<file path="src/rtl/linear_scan_priority_queue_macros.svh">
// ----------------------------------------------------------------------------
// Assertion macros for the linear scan priority queue
// Implication checks, same cycle and next cycle, compiled out by NO_ASSERTIONS.
// ----------------------------------------------------------------------------
`ifndef LINEAR_SCAN_PRIORITY_QUEUE_MACROS_SVH
`define LINEAR_SCAN_PRIORITY_QUEUE_MACROS_SVH

`ifndef NO_ASSERTIONS

`define LSPQ_ASSERT_IMP(lbl, clk, rst_n, ante, cons, msg) \
	lbl: assert property (@(posedge clk) disable iff (!rst_n) (ante) |-> (cons)) \
		else $error(msg);

`define LSPQ_ASSERT_NEXT(lbl, clk, rst_n, ante, cons, msg) \
	lbl: assert property (@(posedge clk) disable iff (!rst_n) (ante) |=> (cons)) \
		else $error(msg);

`else

`define LSPQ_ASSERT_IMP(lbl, clk, rst_n, ante, cons, msg)

`define LSPQ_ASSERT_NEXT(lbl, clk, rst_n, ante, cons, msg)

`endif

`endif

</file>
<file path="src/rtl/lspq_pkg.sv">
// ----------------------------------------------------------------------------
// Linear scan priority queue package
// Payload types, operation and status codes, controller to datapath structs.
// ----------------------------------------------------------------------------
package lspq_pkg;

	localparam int DEPTH_DEFAULT = 128;

	localparam logic OP_ENQ = 1'b0;
	localparam logic OP_DEQ = 1'b1;

	localparam logic [1:0] STATUS_OK    = 2'd0;
	localparam logic [1:0] STATUS_FULL  = 2'd1;
	localparam logic [1:0] STATUS_EMPTY = 2'd2;

	typedef struct packed {
		logic               op;
		logic signed [31:0] item_value;
		logic        [7:0]  item_priority;
	} in_item_t;

	typedef struct packed {
		logic signed [31:0] out_value;
		logic        [7:0]  out_priority;
		logic        [1:0]  status;
		logic        [7:0]  occupancy;
	} out_item_t;

	typedef struct packed {
		logic load_req;
		logic dispatch;
		logic scan_start;
		logic scan_step;
		logic shift_start;
		logic shift_step;
		logic dec_count;
		logic load_result;
	} cmd_t;

	typedef struct packed {
		logic op;
		logic empty;
		logic pass_done;
		logic out_free;
	} sts_t;

endpackage

</file>
<file path="src/rtl/lspq_ctrl.sv">
// ----------------------------------------------------------------------------
// Linear scan priority queue controller
// Sequences dispatch, maximum scan, gap closing shift and result hand-off.
// ----------------------------------------------------------------------------
module lspq_ctrl (
	input  logic          clk,
	input  logic          arst_n,
	input  logic          in_valid,
	output logic          in_ready,
	input  lspq_pkg::sts_t sts,
	output lspq_pkg::cmd_t cmd
);

	localparam logic [2:0] ST_IDLE     = 3'd0;
	localparam logic [2:0] ST_DISPATCH = 3'd1;
	localparam logic [2:0] ST_SCAN     = 3'd2;
	localparam logic [2:0] ST_SHIFT    = 3'd3;
	localparam logic [2:0] ST_RESULT   = 3'd4;

	logic [2:0] state_q;
	logic [2:0] state_d;

	assign in_ready = (state_q == ST_IDLE);

	always_comb begin
		state_d = state_q;
		cmd     = '0;
		unique case (state_q)
			ST_IDLE: begin
				if (in_valid) begin
					cmd.load_req = 1'b1;
					state_d      = ST_DISPATCH;
				end
			end
			ST_DISPATCH: begin
				cmd.dispatch = 1'b1;
				if (sts.op == lspq_pkg::OP_DEQ && !sts.empty) begin
					cmd.scan_start = 1'b1;
					state_d        = ST_SCAN;
				end else begin
					state_d = ST_RESULT;
				end
			end
			ST_SCAN: begin
				cmd.scan_step = 1'b1;
				if (sts.pass_done) begin
					cmd.shift_start = 1'b1;
					state_d         = ST_SHIFT;
				end
			end
			ST_SHIFT: begin
				cmd.shift_step = 1'b1;
				if (sts.pass_done) begin
					cmd.dec_count = 1'b1;
					state_d       = ST_RESULT;
				end
			end
			ST_RESULT: begin
				if (sts.out_free) begin
					cmd.load_result = 1'b1;
					state_d         = ST_IDLE;
				end
			end
			default: begin
				state_d = ST_IDLE;
			end
		endcase
	end

	always_ff @(posedge clk or negedge arst_n) begin
		if (!arst_n) begin
			state_q <= ST_IDLE;
		end else begin
			state_q <= state_d;
		end
	end

endmodule

</file>
<file path="config.mk">
export PLATFORM = sky130hd
export DESIGN_NAME = lspq_ctrl
export DESIGN_NICKNAME = d
export VERILOG_FILES = /design/src/rtl/linear_scan_priority_queue_macros.svh /design/src/rtl/lspq_pkg.sv /design/src/rtl/lspq_ctrl.sv
export SDC_FILE = /design/constraint.sdc
export NUM_CORES = 1
export LEC_CHECK = 0
export BUFFER_PORTS_ARGS = -buffer_cell sky130_fd_sc_hd__clkbuf_2
export CAP_MARGIN = 20
export CORE_AREA = 2 2 39 41
export CTS_BUF_LIST = sky130_fd_sc_hd__clkbuf_8
export DETAILED_ROUTE_END_ITERATION = 16
export DIE_AREA = 0 0 41 43
export PLACE_DENSITY = 0.53
export SLEW_MARGIN = 15
export SYNTH_ARGS = -nofsm -noshare
export SYNTH_HDL_FRONTEND = slang
export SYNTH_SLANG_ARGS = --single-unit
</file>
<file path="constraint.sdc">
create_clock -name clk -period 0.91 [get_ports clk]
set_input_delay 0.091 -clock clk [delete_from_list [all_inputs] [get_ports clk]]
set_output_delay 0.091 -clock clk [all_outputs]
set_load 0.02 [all_outputs]
</file>
==> metrics.yaml <==
grt_pass1_vias: 310
io_pins: 16
period_share: 1.39
wl_um: 679
largestRegisters: "state_q: 3 flops"
place_congestion: 0.704
synth-seq-area-share: 0.311
layout_common_cells: "7 x clkbuf_2, 7 x buf_6, 5 x buf_4"
skew_ns: 0.000101
cts_tree: "done"
drive_gt1_frac: 0.741
start_util: 0.175
io_buffer_count: 15
dp_slack_ns: -0.244
dr.pass1.iters: 1
final.setup.tns_ns: -2.98
synth-seq-cells: 3
p_switching_uw: 780
final_design_area_no_fill_sq_um: 539
violations: "negative setup slack"
htree_levels: 1
hold_violations: 0
syn_area_per_cell_sq_um: 8.33
utilization: 0.390
slew_violations: 0
grt_pass1_wl_um: 1170
reg2reg_slack_ns: -0.14
via_per_inst: 4.24
endpoint_kind: "output port"
clock_sinks: 3
setup_viol_count_final: 12
status: "finished, violations left"
antenna_cells: 0
die-area_sq_mm: 0.00176
drv_cap: 0
grt_max_degree: 9
max_freq_ghz: 0.789
syn_inst: 29
drt-wirelength-per-cell_um: 9.70
die_x_um: 41
clk_latency_ns: 0.21
p_leak_uw: 0.000250
rsz0062_at_grt: "yes"
globalRouteTotalUtil: 0.0978
synth_nets: 36
syn_to_final_growth_pct: 123
grt_overflow: 0
drt-initial-drc-count: 0
combinationalPowerShare: 0.646
nets: 62
worst_slew_pin_slew_ns: 0.191
largest_reg_flops: 3
clockBufferDepth: 2
syn_area_sq_um: 241
antenna_found_initial: 0
p_clk_frac: 0.187
num_rows: 14
dpl_cell_area_sq_um: 388
vias: 297
hp-class: "input port to register"
ys_types: 19
yosysWarnings: 0
required_ns: 0.82
cts_buffers: 3
peakVddDrop_mv: 1.19
core-area_sq_mm: 0.00138
fin_ws_ns: -0.357
finalCriticalPeriod_ns: 1.27
drc: 0
critPathKind: "register to output port"
power.density_mw_per_mm2: 3640
hpwl_um: 520
die_h_um: 43
cts.clk_slew.worst_paths_ns: 0.03
clock-root-buffer: "clkbuf_8"
start_kind: "register"
internal_power_uw: 1180
ant_nets: 0
slew_headroom: 0.872
power_frac_seq: 0.167
p_sw_frac: 0.397
arrival_ns: 1.18
crit_path_max_fanout: 8
top_register: "state_q"
-- power groups by stage --
stage               logic, uW  clock network (uW)  registers, uW
floorplan                 746                   0            245
global placement          937                   0            307
detailed placement        937                   0            309
CTS                      1070                 377            329
global route             1360                 400            340
finish                   1270                 367            328
-- layout make-up --
type	count	area [sq um]
Multi-Input combinational cell	23	193
Clock inverter	1	3.75
Timing Repair Buffer	23	199
Inverter	1	3.75
Clock buffer	3	41.3
Fill cell	151	845
Sequential cell	3	78.8
Tap cell	16	20.0
-- worst max-delay path, cell delays in order, from the launching register on --
cell and delay (ns):
dfrtp_2 0.47, nor2_1 0.14, and3_2 0.19, clkbuf_2 0.16
-- what timing repair did --
action / 4_1_cts / 5_1_grt
endpoints found under the hold margin: 3 / 0
cloned: 0 / 0
pin swaps: 0 / 1
endpoints found under the setup margin: 12 / 12
hold buffers: 1 / 0
resized for setup: 15 / 15
setup buffers: 0 / 2
-- path summary, 6_finish.rpt --
check / start / end / cells after the start
setup / recovery: state_q[1]$_DFFE_PN0P_ / cmd[0] / 3
max in group asynchronous: arst_n / state_q[0]$_DFFE_PN0P_ / 2
hold / removal: sts[0] / state_q[2]$_DFFE_PN0P_ / 2
min in group asynchronous: arst_n / state_q[1]$_DFFE_PN0P_ / 2
hold reg to reg: state_q[2]$_DFFE_PN0P_ / state_q[0]$_DFFE_PN0P_ / 2
setup reg to reg: state_q[0]$_DFFE_PN0P_ / state_q[1]$_DFFE_PN0P_ / 5
-- cells in the mapped netlist --
library cell / instances / area [sq um]
nor3_1: 3 / 15.0
nand3b_1: 1 / 7.51
buf_6: 2 / 22.5
inv_1: 1 / 3.75
o22ai_1: 1 / 6.26
nor2_1: 4 / 15.0
a31oi_1: 1 / 6.26
dfrtp_1: 3 / 75.1
nand2b_1: 1 / 6.26
nor2b_1: 1 / 6.26
a21o_1: 1 / 7.51
a21boi_0: 1 / 7.51
o21a_1: 1 / 7.51
a21oi_2: 1 / 8.76
nor2_2: 1 / 6.26
nand2b_4: 1 / 13.8
and3_1: 1 / 6.26
and2_1: 2 / 12.5
nand2_1: 2 / 7.51
-- layer usage --
| layer | part of all wire | global-route usage | routed length (um) |
|---|---|---|---|
| met1 | 0.41 | 0.114 | 280 |
| met2 | 0.51 | 0.147 | 348 |
| met3 | 0.074 | 0.0314 | 50 |
| met4 | 0 | 0.0600 | 0 |
| met5 | 0 | 0 | 0 |
-- kinds of logic (layout without fill, tap and decap cells) --
group,after synthesis,in the layout,synth area share
simple gates,17,17,0.399
compound gates,6,6,0.181
flops,3,3,0.311
buf+inv,3,28,0.109
-- stage by stage --
step,instances,hold slack (ns),power [uW]
2_1_floorplan,29,-0.205,991
3_3_place_gp,63,-0.108,1240
3_5_place_dp,63,-0.109,1250
4_1_cts,68,0.0834,1770
5_1_grt,70,0.0957,2100
6_report,70,0.0915,1960
Power figures use the tool's default switching activity.
